`src/sv/nd_index_linearize_delinearize_core_assert.svh`:
```
// ---------------------------------------------------------------------------
// Assertion macros for the index conversion core
// Shared concurrent assertion forms, clocked on clk, disabled in reset.
// ---------------------------------------------------------------------------
`ifndef ND_INDEX_LINEARIZE_DELINEARIZE_CORE_ASSERT_SVH
`define ND_INDEX_LINEARIZE_DELINEARIZE_CORE_ASSERT_SVH

// same-cycle implication
`define NDL_ASSERT_IMP(lbl, ante, cons, msg) \
	lbl: assert property (@(posedge clk) disable iff (!arst_n) (ante) |-> (cons)) \
		else $error(msg);

// next-cycle implication
`define NDL_ASSERT_NXT(lbl, ante, cons, msg) \
	lbl: assert property (@(posedge clk) disable iff (!arst_n) (ante) |=> (cons)) \
		else $error(msg);

`endif

```
`src/sv/ndl_pkg.sv`:
```
// ---------------------------------------------------------------------------
// ndl_pkg
// Constants, codes and types shared by the index conversion core.
// ---------------------------------------------------------------------------
`timescale 1ns / 1ps

package ndl_pkg;

	localparam int MAX_DIMS_DEF   = 4;
	localparam int COORD_BITS_DEF = 12;
	localparam int NUM_PORTS      = 4;
	localparam int FLAT_W         = 48;
	localparam int TOTAL_W        = 49;
	localparam int SIZE_W         = 13;
	localparam int DIMS_W         = 3;
	localparam int CFG_IDX_W      = 3;
	localparam int CFG_DATA_W     = 13;

	localparam logic CMD_LIN   = 1'b0;
	localparam logic CMD_DELIN = 1'b1;

	localparam logic [CFG_IDX_W-1:0] REG_DIMS  = 3'd0;
	localparam logic [CFG_IDX_W-1:0] REG_SIZE0 = 3'd1;
	localparam logic [CFG_IDX_W-1:0] REG_SIZE1 = 3'd2;
	localparam logic [CFG_IDX_W-1:0] REG_SIZE2 = 3'd3;
	localparam logic [CFG_IDX_W-1:0] REG_SIZE3 = 3'd4;

	typedef struct packed {
		logic busy;
		logic done;
	} ndl_div_stat_t;

endpackage

```
`src/sv/ndl_req_if.sv`:
```
// ---------------------------------------------------------------------------
// ndl_req_if
// Request channel: command, coordinates and linear index.
// ---------------------------------------------------------------------------
`timescale 1ns / 1ps

interface ndl_req_if #(
	parameter int COORD_BITS = ndl_pkg::COORD_BITS_DEF
);
	logic                       valid;
	logic                       ready;
	logic                       command;
	logic [COORD_BITS-1:0]      coord_in0;
	logic [COORD_BITS-1:0]      coord_in1;
	logic [COORD_BITS-1:0]      coord_in2;
	logic [COORD_BITS-1:0]      coord_in3;
	logic [ndl_pkg::FLAT_W-1:0] flat_in;

	modport source (
		output valid, command, coord_in0, coord_in1, coord_in2, coord_in3, flat_in,
		input  ready
	);
	modport sink (
		input  valid, command, coord_in0, coord_in1, coord_in2, coord_in3, flat_in,
		output ready
	);
endinterface

```
`src/sv/ndl_rsp_if.sv`:
```
// ---------------------------------------------------------------------------
// ndl_rsp_if
// Result channel: linear index, coordinates and error flag.
// ---------------------------------------------------------------------------
`timescale 1ns / 1ps

interface ndl_rsp_if #(
	parameter int COORD_BITS = ndl_pkg::COORD_BITS_DEF
);
	logic                       valid;
	logic                       ready;
	logic [ndl_pkg::FLAT_W-1:0] flat_out;
	logic [COORD_BITS-1:0]      coord_out0;
	logic [COORD_BITS-1:0]      coord_out1;
	logic [COORD_BITS-1:0]      coord_out2;
	logic [COORD_BITS-1:0]      coord_out3;
	logic                       bad_index;

	modport source (
		output valid, flat_out, coord_out0, coord_out1, coord_out2, coord_out3, bad_index,
		input  ready
	);
	modport sink (
		input  valid, flat_out, coord_out0, coord_out1, coord_out2, coord_out3, bad_index,
		output ready
	);
endinterface

```
`src/sv/ndl_cfg_if.sv`:
```
// ---------------------------------------------------------------------------
// ndl_cfg_if
// Configuration write channel: register index and write data.
// ---------------------------------------------------------------------------
`timescale 1ns / 1ps

interface ndl_cfg_if;
	logic                           valid;
	logic                           ready;
	logic [ndl_pkg::CFG_IDX_W-1:0]  index;
	logic [ndl_pkg::CFG_DATA_W-1:0] data;

	modport source (
		output valid, index, data,
		input  ready
	);
	modport sink (
		input  valid, index, data,
		output ready
	);
endinterface

```
`src/sv/ndl_mac.sv`:
```
// ---------------------------------------------------------------------------
// ndl_mac
// Shared multiplier with registered, truncated product.
// ---------------------------------------------------------------------------
`timescale 1ns / 1ps

module ndl_mac #(
	parameter int AW = ndl_pkg::TOTAL_W,
	parameter int BW = ndl_pkg::SIZE_W
) (
	input  logic          clk,
	input  logic          en,
	input  logic [AW-1:0] a,
	input  logic [BW-1:0] b,
	output logic [AW-1:0] prod_q
);
	logic [AW+BW-1:0] full;

	assign full = {{BW{1'b0}}, a} * {{AW{1'b0}}, b};

	always_ff @(posedge clk) begin
		if (en) begin
			prod_q <= full[AW-1:0];
		end
	end
endmodule

```
`src/sv/ndl_div.sv`:
```
// ---------------------------------------------------------------------------
// ndl_div
// Restoring divider, one quotient bit per cycle.
// ---------------------------------------------------------------------------
`timescale 1ns / 1ps
`include "nd_index_linearize_delinearize_core_assert.svh"

module ndl_div #(
	parameter int W = ndl_pkg::FLAT_W
) (
	input  logic                   clk,
	input  logic                   arst_n,
	input  logic                   start,
	input  logic [W-1:0]           dividend,
	input  logic [W-1:0]           divisor,
	output ndl_pkg::ndl_div_stat_t stat,
	output logic [W-1:0]           quot,
	output logic [W-1:0]           rem
);
	localparam int CW = $clog2(W + 1);

	logic          busy_q;
	logic          done_q;
	logic [CW-1:0] cnt_q;
	logic [W-1:0]  quot_q;
	logic [W-1:0]  rem_q;
	logic [W-1:0]  div_q;
	logic [W:0]    rem_shift;
	logic          ge;
	logic [W:0]    rem_next;

	assign rem_shift = {rem_q, quot_q[W-1]};
	assign ge        = rem_shift >= {1'b0, div_q};
	assign rem_next  = ge ? (rem_shift - {1'b0, div_q}) : rem_shift;

	always_ff @(posedge clk or negedge arst_n) begin
		if (!arst_n) begin
			busy_q <= 1'b0;
			done_q <= 1'b0;
			cnt_q  <= '0;
			quot_q <= '0;
			rem_q  <= '0;
			div_q  <= '0;
		end else if (start) begin
			busy_q <= 1'b1;
			done_q <= 1'b0;
			cnt_q  <= CW'(W);
			quot_q <= dividend;
			rem_q  <= '0;
			div_q  <= divisor;
		end else if (busy_q) begin
			quot_q <= {quot_q[W-2:0], ge};
			rem_q  <= rem_next[W-1:0];
			cnt_q  <= cnt_q - CW'(1);
			if (cnt_q == CW'(1)) begin
				busy_q <= 1'b0;
				done_q <= 1'b1;
			end
		end else begin
			done_q <= 1'b0;
		end
	end

	assign stat.busy = busy_q;
	assign stat.done = done_q;
	assign quot      = quot_q;
	assign rem       = rem_q;

	`NDL_ASSERT_IMP(a_start_idle, start, !busy_q, "divider started while busy")
	`NDL_ASSERT_NXT(a_done_after_busy, busy_q && cnt_q == CW'(1), done_q && !busy_q,
		"divider missed its last step")
	`NDL_ASSERT_IMP(a_rem_below, done_q, (div_q == '0) || (rem_q < div_q),
		"remainder not below divisor")
endmodule

```
`src/sv/nd_index_linearize_delinearize_core.sv`:
```
// ---------------------------------------------------------------------------
// nd_index_linearize_delinearize_core
// Column-major conversion between an N-dimensional coordinate and a linear
// index, on one shared multiplier and one bit-serial divider.
//
//   channel  role    word contents
//   -------  ------  ------------------------------------------------
//   req      sink    command, coord_in0..coord_in3, flat_in
//   rsp      source  flat_out, coord_out0..coord_out3, bad_index
//   cfg      sink    index, data (dims_in_use, size_dim0..size_dim3)
//
// Linearize sums each coordinate times its stride on the shared multiplier.
// Delinearize divides by each stride in turn, highest dimension first, on
// the one-bit-per-cycle divider. A config write recomputes the strides;
// req waits, also while a cfg word is offered; cfg waits while a req word
// is in work. One word is in flight; a finished word waits in the rsp
// register while the next req word is taken. Reset restores unit sizes,
// no clearing pass.
// ---------------------------------------------------------------------------
`timescale 1ns / 1ps
`include "nd_index_linearize_delinearize_core_assert.svh"

module nd_index_linearize_delinearize_core #(
	parameter int MAX_DIMS   = ndl_pkg::MAX_DIMS_DEF,
	parameter int COORD_BITS = ndl_pkg::COORD_BITS_DEF
) (
	input  logic      clk,
	input  logic      arst_n,
	ndl_req_if.sink   req,
	ndl_rsp_if.source rsp,
	ndl_cfg_if.sink   cfg
);
	localparam int FW     = ndl_pkg::FLAT_W;
	localparam int TW     = ndl_pkg::TOTAL_W;
	localparam int SW     = ndl_pkg::SIZE_W;
	localparam int NP     = ndl_pkg::NUM_PORTS;
	localparam int KW     = (MAX_DIMS > 1) ? $clog2(MAX_DIMS) : 1;
	localparam int DIM_W  = $clog2(MAX_DIMS + 1);
	localparam int MW     = (COORD_BITS > SW) ? COORD_BITS : SW;
	localparam int CMP_W  = (COORD_BITS + 1 > SW) ? COORD_BITS + 1 : SW;
	localparam logic [CMP_W-1:0] SIZE_CAP = CMP_W'(1) << COORD_BITS;

	typedef enum logic [3:0] {
		S_IDLE,
		S_RC_MUL,
		S_RC_WR,
		S_LIN_MUL,
		S_LIN_ACC,
		S_DL_CHK,
		S_DL_DIV,
		S_DL_WAIT,
		S_FIN
	} state_t;

	function automatic logic [SW-1:0] sat_size(input logic [SW-1:0] s);
		logic [SW-1:0] r;
		r = s;
		if (s == '0) begin
			r = SW'(1);
		end else if (CMP_W'(s) > SIZE_CAP) begin
			r = SW'(SIZE_CAP);
		end
		return r;
	endfunction

	state_t                    state_q;
	logic [KW-1:0]             k_q;
	logic [TW-1:0]             p_q;
	logic [TW-1:0]             total_q;
	logic [FW-1:0]             stride_q [MAX_DIMS];
	logic [SW-1:0]             size_q [MAX_DIMS];
	logic [ndl_pkg::DIMS_W-1:0] dims_q;
	logic [COORD_BITS-1:0]     coord_in_q [NP];
	logic [COORD_BITS-1:0]     coord_w_q [NP];
	logic [FW-1:0]             acc_q;
	logic [FW-1:0]             left_q;
	logic                      bad_q;
	logic                      rsp_valid_q;
	logic [FW-1:0]             flat_out_q;
	logic [COORD_BITS-1:0]     coord_out_q [NP];
	logic                      bad_out_q;

	logic                      cfg_wr;
	logic                      cfg_apply;
	logic [DIM_W-1:0]          n_act;
	logic [DIM_W-1:0]          lin_n;
	logic [COORD_BITS-1:0]     coord_sel;
	logic                      mac_en;
	logic [TW-1:0]             mac_a;
	logic [MW-1:0]             mac_b;
	logic [TW-1:0]             mac_prod;
	logic                      div_start;
	ndl_pkg::ndl_div_stat_t    div_stat;
	logic [FW-1:0]             div_quot;
	logic [FW-1:0]             div_rem;

	assign cfg.ready = (state_q == S_IDLE) || (state_q == S_RC_MUL) || (state_q == S_RC_WR);
	assign req.ready = (state_q == S_IDLE) && !cfg.valid;
	assign cfg_wr    = cfg.valid && cfg.ready;
	assign cfg_apply = cfg_wr && (cfg.index == ndl_pkg::REG_DIMS
		|| cfg.index == ndl_pkg::REG_SIZE0 || cfg.index == ndl_pkg::REG_SIZE1
		|| cfg.index == ndl_pkg::REG_SIZE2 || cfg.index == ndl_pkg::REG_SIZE3);

	always_comb begin
		if (dims_q == '0) begin
			n_act = DIM_W'(1);
		end else if (int'(dims_q) > MAX_DIMS) begin
			n_act = DIM_W'(MAX_DIMS);
		end else begin
			n_act = DIM_W'(dims_q);
		end
		lin_n = (int'(n_act) > NP) ? DIM_W'(NP) : n_act;
	end

	always_comb begin
		coord_sel = '0;
		for (int j = 0; j < NP; j++) begin
			if (int'(k_q) == j) begin
				coord_sel = coord_in_q[j];
			end
		end
	end

	always_comb begin
		mac_en = (state_q == S_RC_MUL) || (state_q == S_LIN_MUL);
		if (state_q == S_RC_MUL) begin
			mac_a = p_q;
			mac_b = MW'(size_q[k_q]);
		end else begin
			mac_a = {1'b0, stride_q[k_q]};
			mac_b = MW'(coord_sel);
		end
	end

	assign div_start = (state_q == S_DL_DIV) && (stride_q[k_q] != '0);

	ndl_mac #(
		.AW (TW),
		.BW (MW)
	) u_mac (
		.clk    (clk),
		.en     (mac_en),
		.a      (mac_a),
		.b      (mac_b),
		.prod_q (mac_prod)
	);

	ndl_div #(
		.W (FW)
	) u_div (
		.clk      (clk),
		.arst_n   (arst_n),
		.start    (div_start),
		.dividend (left_q),
		.divisor  (stride_q[k_q]),
		.stat     (div_stat),
		.quot     (div_quot),
		.rem      (div_rem)
	);

	always_ff @(posedge clk or negedge arst_n) begin
		if (!arst_n) begin
			dims_q <= ndl_pkg::DIMS_W'(1);
			for (int j = 0; j < MAX_DIMS; j++) begin
				size_q[j] <= SW'(1);
			end
		end else if (cfg_wr) begin
			if (cfg.index == ndl_pkg::REG_DIMS) begin
				dims_q <= cfg.data[ndl_pkg::DIMS_W-1:0];
			end
			for (int j = 0; j < MAX_DIMS; j++) begin
				if (j < NP && int'(cfg.index) == int'(ndl_pkg::REG_SIZE0) + j) begin
					size_q[j] <= sat_size(cfg.data[SW-1:0]);
				end
			end
		end
	end

	always_ff @(posedge clk or negedge arst_n) begin
		if (!arst_n) begin
			state_q     <= S_IDLE;
			k_q         <= '0;
			p_q         <= TW'(1);
			total_q     <= TW'(1);
			acc_q       <= '0;
			left_q      <= '0;
			bad_q       <= 1'b0;
			rsp_valid_q <= 1'b0;
			flat_out_q  <= '0;
			bad_out_q   <= 1'b0;
			for (int j = 0; j < MAX_DIMS; j++) begin
				stride_q[j] <= FW'(1);
			end
			for (int j = 0; j < NP; j++) begin
				coord_in_q[j]  <= '0;
				coord_w_q[j]   <= '0;
				coord_out_q[j] <= '0;
			end
		end else begin
			if (rsp_valid_q && rsp.ready && state_q != S_FIN) begin
				rsp_valid_q <= 1'b0;
			end
			if (cfg_apply) begin
				state_q <= S_RC_MUL;
				k_q     <= '0;
				p_q     <= TW'(1);
			end else begin
				case (state_q)
					S_IDLE: begin
						if (req.valid && req.ready) begin
							acc_q         <= '0;
							bad_q         <= 1'b0;
							k_q           <= '0;
							left_q        <= req.flat_in;
							coord_in_q[0] <= req.coord_in0;
							coord_in_q[1] <= req.coord_in1;
							coord_in_q[2] <= req.coord_in2;
							coord_in_q[3] <= req.coord_in3;
							for (int j = 0; j < NP; j++) begin
								coord_w_q[j] <= '0;
							end
							if (req.command == ndl_pkg::CMD_DELIN) begin
								state_q <= S_DL_CHK;
							end else begin
								state_q <= S_LIN_MUL;
							end
						end
					end
					S_RC_MUL: begin
						stride_q[k_q] <= p_q[FW-1:0];
						state_q       <= S_RC_WR;
					end
					S_RC_WR: begin
						p_q <= mac_prod;
						if (DIM_W'(k_q) + DIM_W'(1) == n_act) begin
							total_q <= mac_prod;
						end
						if (k_q == KW'(MAX_DIMS - 1)) begin
							state_q <= S_IDLE;
						end else begin
							k_q     <= k_q + KW'(1);
							state_q <= S_RC_MUL;
						end
					end
					S_LIN_MUL: begin
						state_q <= S_LIN_ACC;
					end
					S_LIN_ACC: begin
						acc_q <= acc_q + mac_prod[FW-1:0];
						if (DIM_W'(k_q) + DIM_W'(1) == lin_n) begin
							state_q <= S_FIN;
						end else begin
							k_q     <= k_q + KW'(1);
							state_q <= S_LIN_MUL;
						end
					end
					S_DL_CHK: begin
						if ({1'b0, left_q} >= total_q) begin
							bad_q   <= 1'b1;
							state_q <= S_FIN;
						end else if (n_act == DIM_W'(1)) begin
							coord_w_q[0] <= left_q[COORD_BITS-1:0];
							state_q      <= S_FIN;
						end else begin
							k_q     <= KW'(n_act - DIM_W'(1));
							state_q <= S_DL_DIV;
						end
					end
					S_DL_DIV: begin
						if (stride_q[k_q] != '0) begin
							state_q <= S_DL_WAIT;
						end else if (k_q == KW'(1)) begin
							coord_w_q[0] <= left_q[COORD_BITS-1:0];
							state_q      <= S_FIN;
						end else begin
							k_q <= k_q - KW'(1);
						end
					end
					S_DL_WAIT: begin
						if (div_stat.done) begin
							left_q <= div_rem;
							for (int j = 0; j < NP; j++) begin
								if (int'(k_q) == j) begin
									coord_w_q[j] <= div_quot[COORD_BITS-1:0];
								end
							end
							if (k_q == KW'(1)) begin
								coord_w_q[0] <= div_rem[COORD_BITS-1:0];
								state_q      <= S_FIN;
							end else begin
								k_q     <= k_q - KW'(1);
								state_q <= S_DL_DIV;
							end
						end
					end
					S_FIN: begin
						if (!rsp_valid_q || rsp.ready) begin
							flat_out_q  <= acc_q;
							bad_out_q   <= bad_q;
							coord_out_q <= coord_w_q;
							rsp_valid_q <= 1'b1;
							state_q     <= S_IDLE;
						end
					end
					default: begin
						state_q <= S_IDLE;
					end
				endcase
			end
		end
	end

	assign rsp.valid      = rsp_valid_q;
	assign rsp.flat_out   = flat_out_q;
	assign rsp.coord_out0 = coord_out_q[0];
	assign rsp.coord_out1 = coord_out_q[1];
	assign rsp.coord_out2 = coord_out_q[2];
	assign rsp.coord_out3 = coord_out_q[3];
	assign rsp.bad_index  = bad_out_q;

	`NDL_ASSERT_IMP(a_ready_div_idle, req.ready, !div_stat.busy,
		"request taken while divider busy")
	`NDL_ASSERT_IMP(a_bad_zero, rsp.valid && rsp.bad_index,
		rsp.flat_out == '0 && rsp.coord_out0 == '0 && rsp.coord_out1 == '0
		&& rsp.coord_out2 == '0 && rsp.coord_out3 == '0,
		"bad index word carries nonzero fields")
	`NDL_ASSERT_IMP(a_lin_coords_zero, rsp.valid && rsp.flat_out != '0,
		!rsp.bad_index && rsp.coord_out0 == '0 && rsp.coord_out1 == '0
		&& rsp.coord_out2 == '0 && rsp.coord_out3 == '0,
		"linearize word carries coordinates")
endmodule

```
`src/flat_wrapper.sv`:
```
// flat-port wrapper written by rule: the top's interface ports become plain ports
module nd_index_linearize_delinearize_core_flat 
#(
	parameter int MAX_DIMS   = ndl_pkg::MAX_DIMS_DEF,
	parameter int COORD_BITS = ndl_pkg::COORD_BITS_DEF
)
  (clk, arst_n, req_valid, req_command, req_coord_in0, req_coord_in1, req_coord_in2, req_coord_in3, req_flat_in, req_ready, rsp_valid, rsp_flat_out, rsp_coord_out0, rsp_coord_out1, rsp_coord_out2, rsp_coord_out3, rsp_bad_index, rsp_ready, cfg_valid, cfg_index, cfg_data, cfg_ready);
  ndl_req_if #(.COORD_BITS(COORD_BITS)) req_i ();
  ndl_rsp_if #(.COORD_BITS(COORD_BITS)) rsp_i ();
  ndl_cfg_if cfg_i ();
  input  logic clk;
  input  logic arst_n;
  input wire logic [$bits(req_i.valid)-1:0] req_valid;
  input wire logic [$bits(req_i.command)-1:0] req_command;
  input wire logic [$bits(req_i.coord_in0)-1:0] req_coord_in0;
  input wire logic [$bits(req_i.coord_in1)-1:0] req_coord_in1;
  input wire logic [$bits(req_i.coord_in2)-1:0] req_coord_in2;
  input wire logic [$bits(req_i.coord_in3)-1:0] req_coord_in3;
  input wire logic [$bits(req_i.flat_in)-1:0] req_flat_in;
  output wire logic [$bits(req_i.ready)-1:0] req_ready;
  output wire logic [$bits(rsp_i.valid)-1:0] rsp_valid;
  output wire logic [$bits(rsp_i.flat_out)-1:0] rsp_flat_out;
  output wire logic [$bits(rsp_i.coord_out0)-1:0] rsp_coord_out0;
  output wire logic [$bits(rsp_i.coord_out1)-1:0] rsp_coord_out1;
  output wire logic [$bits(rsp_i.coord_out2)-1:0] rsp_coord_out2;
  output wire logic [$bits(rsp_i.coord_out3)-1:0] rsp_coord_out3;
  output wire logic [$bits(rsp_i.bad_index)-1:0] rsp_bad_index;
  input wire logic [$bits(rsp_i.ready)-1:0] rsp_ready;
  input wire logic [$bits(cfg_i.valid)-1:0] cfg_valid;
  input wire logic [$bits(cfg_i.index)-1:0] cfg_index;
  input wire logic [$bits(cfg_i.data)-1:0] cfg_data;
  output wire logic [$bits(cfg_i.ready)-1:0] cfg_ready;
  assign req_i.valid = req_valid;
  assign req_i.command = req_command;
  assign req_i.coord_in0 = req_coord_in0;
  assign req_i.coord_in1 = req_coord_in1;
  assign req_i.coord_in2 = req_coord_in2;
  assign req_i.coord_in3 = req_coord_in3;
  assign req_i.flat_in = req_flat_in;
  assign req_ready = req_i.ready;
  assign rsp_valid = rsp_i.valid;
  assign rsp_flat_out = rsp_i.flat_out;
  assign rsp_coord_out0 = rsp_i.coord_out0;
  assign rsp_coord_out1 = rsp_i.coord_out1;
  assign rsp_coord_out2 = rsp_i.coord_out2;
  assign rsp_coord_out3 = rsp_i.coord_out3;
  assign rsp_bad_index = rsp_i.bad_index;
  assign rsp_i.ready = rsp_ready;
  assign cfg_i.valid = cfg_valid;
  assign cfg_i.index = cfg_index;
  assign cfg_i.data = cfg_data;
  assign cfg_ready = cfg_i.ready;
  nd_index_linearize_delinearize_core #(.MAX_DIMS(MAX_DIMS), .COORD_BITS(COORD_BITS)) u_core (.clk(clk), .arst_n(arst_n), .req(req_i), .rsp(rsp_i), .cfg(cfg_i));
endmodule
```
`config.mk`:
```
export PLATFORM = sky130hd
export DESIGN_NAME = nd_index_linearize_delinearize_core_flat
export DESIGN_NICKNAME = d
export VERILOG_FILES = /design/src/sv/ndl_pkg.sv /design/src/sv/ndl_req_if.sv /design/src/sv/ndl_rsp_if.sv /design/src/sv/ndl_cfg_if.sv /design/src/sv/ndl_mac.sv /design/src/sv/ndl_div.sv /design/src/sv/nd_index_linearize_delinearize_core.sv /design/src/flat_wrapper.sv
export VERILOG_INCLUDE_DIRS = /design/src /design/src/sv
export SDC_FILE = /design/constraint.sdc
export NUM_CORES = 2
export LEC_CHECK = 0
export BUFFER_PORTS_ARGS = -buffer_cell sky130_fd_sc_hd__buf_2
export CAP_MARGIN = 0
export CORE_UTILIZATION = 34
export DETAILED_ROUTE_END_ITERATION = 8
export GPL_TIMING_DRIVEN = 0
export PLACE_DENSITY = 0.58
export SETUP_SLACK_MARGIN = 0.5
export SYNTH_ARGS = -nofsm -noshare
export SYNTH_HDL_FRONTEND = slang
export SYNTH_HIERARCHICAL = 1
export SYNTH_SLANG_ARGS = --single-unit
```
`constraint.sdc`:
```
create_clock -name clk -period 8.1 [get_ports clk]
set_clock_uncertainty 0.1 [all_clocks]
set_input_delay 1.62 -clock clk [delete_from_list [all_inputs] [get_ports clk]]
set_output_delay 1.62 -clock clk [all_outputs]
set_load 0.05 [all_outputs]
```
Yosys cells after proc, flatten, opt, wreduce, memory -nomap -nowiden
Index checks and enable logic that the tools add are counted.
- equal/unequal tests: 47
- reductions and logical operators: 49
- bitwise gates (word level): 2
- mux-type cells: 82
- multiply operators: 1
- add/sub/neg operators: 7
- magnitude comparators: 7
- operators by type and width (kind ; number):
    48-bit two-way mux ; 12
    192-bit bitwise mux ; 1
    48-bit case mux with 2 select lines ; 2
    12-bit two-way mux ; 13
    49-bit two-way mux ; 3
    48-bit binary-select mux with 2-bit select ; 1
    48-bit demux with 2-bit select ; 1
    36-bit case mux with 2 select lines ; 1
    13-bit two-way mux ; 5
    48-bit by 49-bit >= comparator with 1-bit output ; 1
    49-bit by 48-bit >= comparator with 1-bit output ; 1
    49-bit by 13-bit multiplier with 49-bit output ; 1
    48-bit adder ; 1
    12-bit case mux with 4 select lines ; 1
    48-bit nonzero test ; 1
    48-bit subtractor ; 1
    4-bit two-way mux ; 10
    4-bit case mux with 9 select lines ; 1
    13-bit binary-select mux with 2-bit select ; 1
    3-bit by 2-bit inequality test with 1-bit output (second input constant) ; 7
    2-bit two-way mux ; 9
    4-bit by 3-bit equality test with 1-bit output (second input constant) ; 4
    5-bit AND reduction ; 3
    13-bit greater-than comparator (second input constant) ; 1
    44 further kinds ; 113
- output and inout port bits: 100
- input bits: 118
- bits in registers: 843

Logic depth before layout (Yosys ltp)
- depth after elaboration: 9
- gate-level depth with buffers: 36
- mapped depth without buffers: 29

Hierarchy
Netlist, hierarchy kept.
- by module, submodules not included (module ; times used ; seq. area each (µm²) ; area an instance (µm²) ; cells each):
    nd_index_linearize_delinearize_core ; 1 ; 16079.2 ; 31221.2 ; 2775
    ndl_mac ; 1 ; 1471.4 ; 17863.4 ; 1972
    ndl_div ; 1 ; 3803.6 ; 9888.2 ; 1171

Worst setup path before layout
Ideal clock, no wire load.
- path kind: reg2reg
- start: register u_core.k_q[1]
- end: register u_core.u_mac.prod_q[43] (data pin)
- setup time: 259 ps
- cell stages (with the launch flop): 35
- setup slack: -422 ps
- arrival time: 8163 ps
- cells stage by stage: dfrtp_1 -> buf_2 -> buf_1 -> buf_1 -> clkbuf_1 -> inv_1 -> ha_1 -> nor2b_1 -> clkbuf_1 -> a221o_1 -> o21ai_0 -> nor2_1 -> a21oi_1 -> o21ai_0 -> clkbuf_1 -> clkbuf_1 -> nand2_1 -> fa_1 -> inv_1 -> fa_1 -> fa_1 -> fa_1 -> inv_1 -> fa_1 -> inv_1 -> ha_1 -> and3_4 -> and4_4 -> a222oi_1 -> a21oi_1 -> a31o_4 -> a41oi_4 -> o311ai_4 -> a31oi_1 -> xnor2_1
- word-level cells in the longest chain between the ends: 7
- elaborated cells on any way between the ends: 18
- classes of those cells: 1 x mul; 3 x eq/ne; 12 x mux; 1 x bitwise; 1 x reduce/logical
- ends and longest elaborated chain (item ; RTL line ; RTL):
    start: declaration ; nd_index_linearize_delinearize_core.sv:67 ; logic [KW-1:0] k_q;
    start signal: assignment ; nd_index_linearize_delinearize_core.sv:241 ; k_q <= k_q + KW'(1);
    start signal: assignment ; nd_index_linearize_delinearize_core.sv:253 ; k_q <= k_q + KW'(1);
    start signal: assignment ; nd_index_linearize_delinearize_core.sv:265 ; k_q <= KW'(n_act - DIM_W'(1));
    2-bit logical NOT ; nd_index_linearize_delinearize_core.sv:118 ; if (int'(k_q) == j) begin
    12-bit two-way mux (4 in a row) ; nd_index_linearize_delinearize_core.sv:118 ;
    13-bit two-way mux * ; nd_index_linearize_delinearize_core.sv:126 ; if (state_q == S_RC_MUL) begin
    net u_core.mac_b[2] ; nd_index_linearize_delinearize_core.sv:90 ; logic [MW-1:0] mac_b;
    49-bit by 13-bit multiplier with 49-bit output * ; ndl_mac.sv:19 ; assign full = {{BW{1'b0}}, a} * {{AW{1'b0}}, b};
    net u_core.u_mac.full[43] ; ndl_mac.sv:17 ; logic [AW+BW-1:0] full;
    end signal: assignment ; ndl_mac.sv:23 ; prod_q <= full[AW-1:0];
    end: declaration ; ndl_mac.sv:15 ; output logic [AW-1:0] prod_q
Mark *: on every way through the listed nets, which the timed path passes. The rest lies on a longest branch. The select of a mux whose other input is x is not followed.
A chain may end at the register's enable or synchronous reset.

Worst setup path after layout
- start: register u_core.k_q[1]
- end: register u_core.u_mac.prod_q[45] (data pin)
The elaborated chain is that of the path after synthesis.

==> impl_metrics.toml <==
[clock_network]
holdBufCountCts = 0
insertion_delay_ns = 0.74
cts_root_buf = "clkbuf_16"
cts_tree = "done"
cts_sinks = 843
htreeDepth = 3
cts_buffers = 90
cts_buffer_depth = 3
clk_pin_slew_ns = 0.06

[floorplanning]
design.core.area_mm2 = 0.172
floorplan.die.width_um = 418
die_h_um = 418
fp.dieArea_mm2 = 0.175
io_pins = 218
start_util = 0.343
num_rows = 152

[global_routing]
grt_pass1_wl_um = 301000
grtUsageTotal = 0.230
grt_pass1_vias = 46793
antenna_found_initial = 15
grt_start_max_net_pins = 125
overflow = 0

[worst_setup_path]
crit_path_max_fanout = 7
required_ns = 8.44
crit_top_cell = "fa_1"
worst_path_max_delay_cell = "fa_1"
setup.worst_path.class = "register to register"
critical-path-top-delay-family = "adder cells"
arrival_ns = 8.47
critPathLaunchType = "register"
critPathBufInv = 13
worstSetupEndpointType = "register"
critical_path.max_stage_delay_ns = 0.55

[synthesis]
avgSynthCellArea_um2 = 9.97
yosysWarningCount = 6
synth_nets = 6701
syn_inst = 5917
syn_area_mm2 = 0.0590

[placed_design]
gp_congestion = 0.930
hpwl_um = 156000
port_buffers = 217

[status]
status = "finished, violations left"
violations = "setup timing"

[routing]
wl_per_cell_um = 23.3
dr.first_iter.drc_count = 4138
remaining_drc_errors = 0
wl_um = 203000
vias = 46791
drt_pass1_iterations = 6
vias_per_cell = 5.35
ant_nets = 0

[hold_path]
worst_hold_path_type = "register to register"

[timing]
holdWs_ns = 0.373
setup_viol = 2
tns_ns = -0.0629
final_max_slew_viol_count = 0
min_period_over_period = 1.00
setup_slack_ns = -0.0315
rsz0062_at_grt = "yes"
maxSlewHeadroom = 0.185
timing.final.hold_violations = 0
max_freq_ghz = 0.123
min_period_ns = 8.13
tightest_slew_ns = 1.21

[layout]
final_nets = 7136
drive_above_1_share = 0.199
area_delta_synth_final_pct = 17.4

[flow_run]
maxCapViolations = 0
placed cells by master, fill, tap and decap left out, types with 97 or more instances in the layout:
master	count
buf_4	97
clkbuf_1	225
o21ai_0	246
buf_2	235
inv_1	610
and2_1	200
dfrtp_1	782
clkbuf_16	101
mux2_2	403
nand2_1	960
fa_1	433
nand3_1	113
a21oi_1	218
nor2_1	218
ha_1	195
stage by stage:
stage | instance area (um2) | setup slack, ns | std cells | utilization
floorplan | 59000 | 0.501 | 5917 | -
global placement | 63000 | -11.88 | 8444 | 0.366
detailed placement | 63300 | -2.95 | 8454 | 0.368
CTS | 68500 | 0.0219 | 8693 | 0.398
global route | 69200 | -0.211 | 8733 | 0.403
finish | 69200 | -0.0315 | 8739 | 0.403
sequential cells by signal, indices dropped and copies added, names as in the netlist, 49 cells and up:
register and cells:
u_core/p_q 49, u_core/size_q 52, u_core/stride_q 192, u_core/total_q 49, u_core/u_mac/prod_q 49
path summary, 6_finish.rpt:
path | slack [ns] | start | depth (start not counted) | endpoint
worst max-delay path | -0.03 | u_core/k_q[1]$_DFFE_PN0P_ | 36 | u_core/u_mac/prod_q[45]$_DFFE_PP_
worst min-delay path | 0.37 | u_core/coord_in_q[4]$_DFFE_PN0P_ | 2 | u_core/coord_in_q[4]$_DFFE_PN0P_
max in group asynchronous | 4.61 | arst_n | 5 | u_core/rsp.flat_out[32]$_DFFE_PN0P_
worst min register to register | 0.37 | u_core/coord_in_q[4]$_DFFE_PN0P_ | 2 | u_core/coord_in_q[4]$_DFFE_PN0P_
worst max register to register | -0.03 | u_core/k_q[1]$_DFFE_PN0P_ | 36 | u_core/u_mac/prod_q[45]$_DFFE_PP_
min in group asynchronous | 0.70 | arst_n | 1 | u_core/rsp.coord_out0[4]$_DFFE_PN0P_
repair_timing:
| item | CTS | global route |
|---|---|---|
| resized for setup | 358 | 128 |
| gates cloned | 1 | 1 |
| pin swaps | 82 | 108 |
| endpoints found under the hold margin | 0 | 0 |
| buffers inserted | 77 | 37 |
| endpoints found under the setup margin | 43 | 32 |
layer usage:
metal,vias up,global-route usage,share of wire
met4,6,0.0968,0.047
li1,20632,-,-
met5,-,0,0.00018
met3,357,0.0370,0.073
met2,1794,0.350,0.45
met1,24002,0.322,0.43
area by class of cell:
class / instances / area [um2]
Clock inverter: 33 / 534
Clock buffer: 128 / 2560
Fill cell: 16957 / 103000
Tap cell: 2310 / 2890
Antenna cell: 8 / 20.0
Inverter: 622 / 2350
Multi-Input combinational cell: 4097 / 34900
Timing Repair Buffer: 343 / 2350
Sequential cell: 843 / 21400
Buffer: 355 / 2230
worst reg2reg max path: cells and delay by family, from the launching register on:
kind,cells,cell delay (ns)
AO/OA/AOI/OAI,11,2.35
XOR/XNOR,1,0.11
adder cells (fa/ha/maj),7,2.90
buffers and inverters,13,1.65
flip-flops,1,0.40
AND/OR/NAND/NOR,4,0.37
Power is left out: the tool's default activity adds up to more than one toggle a clock period on the data nets, which glitch-free logic cannot reach.
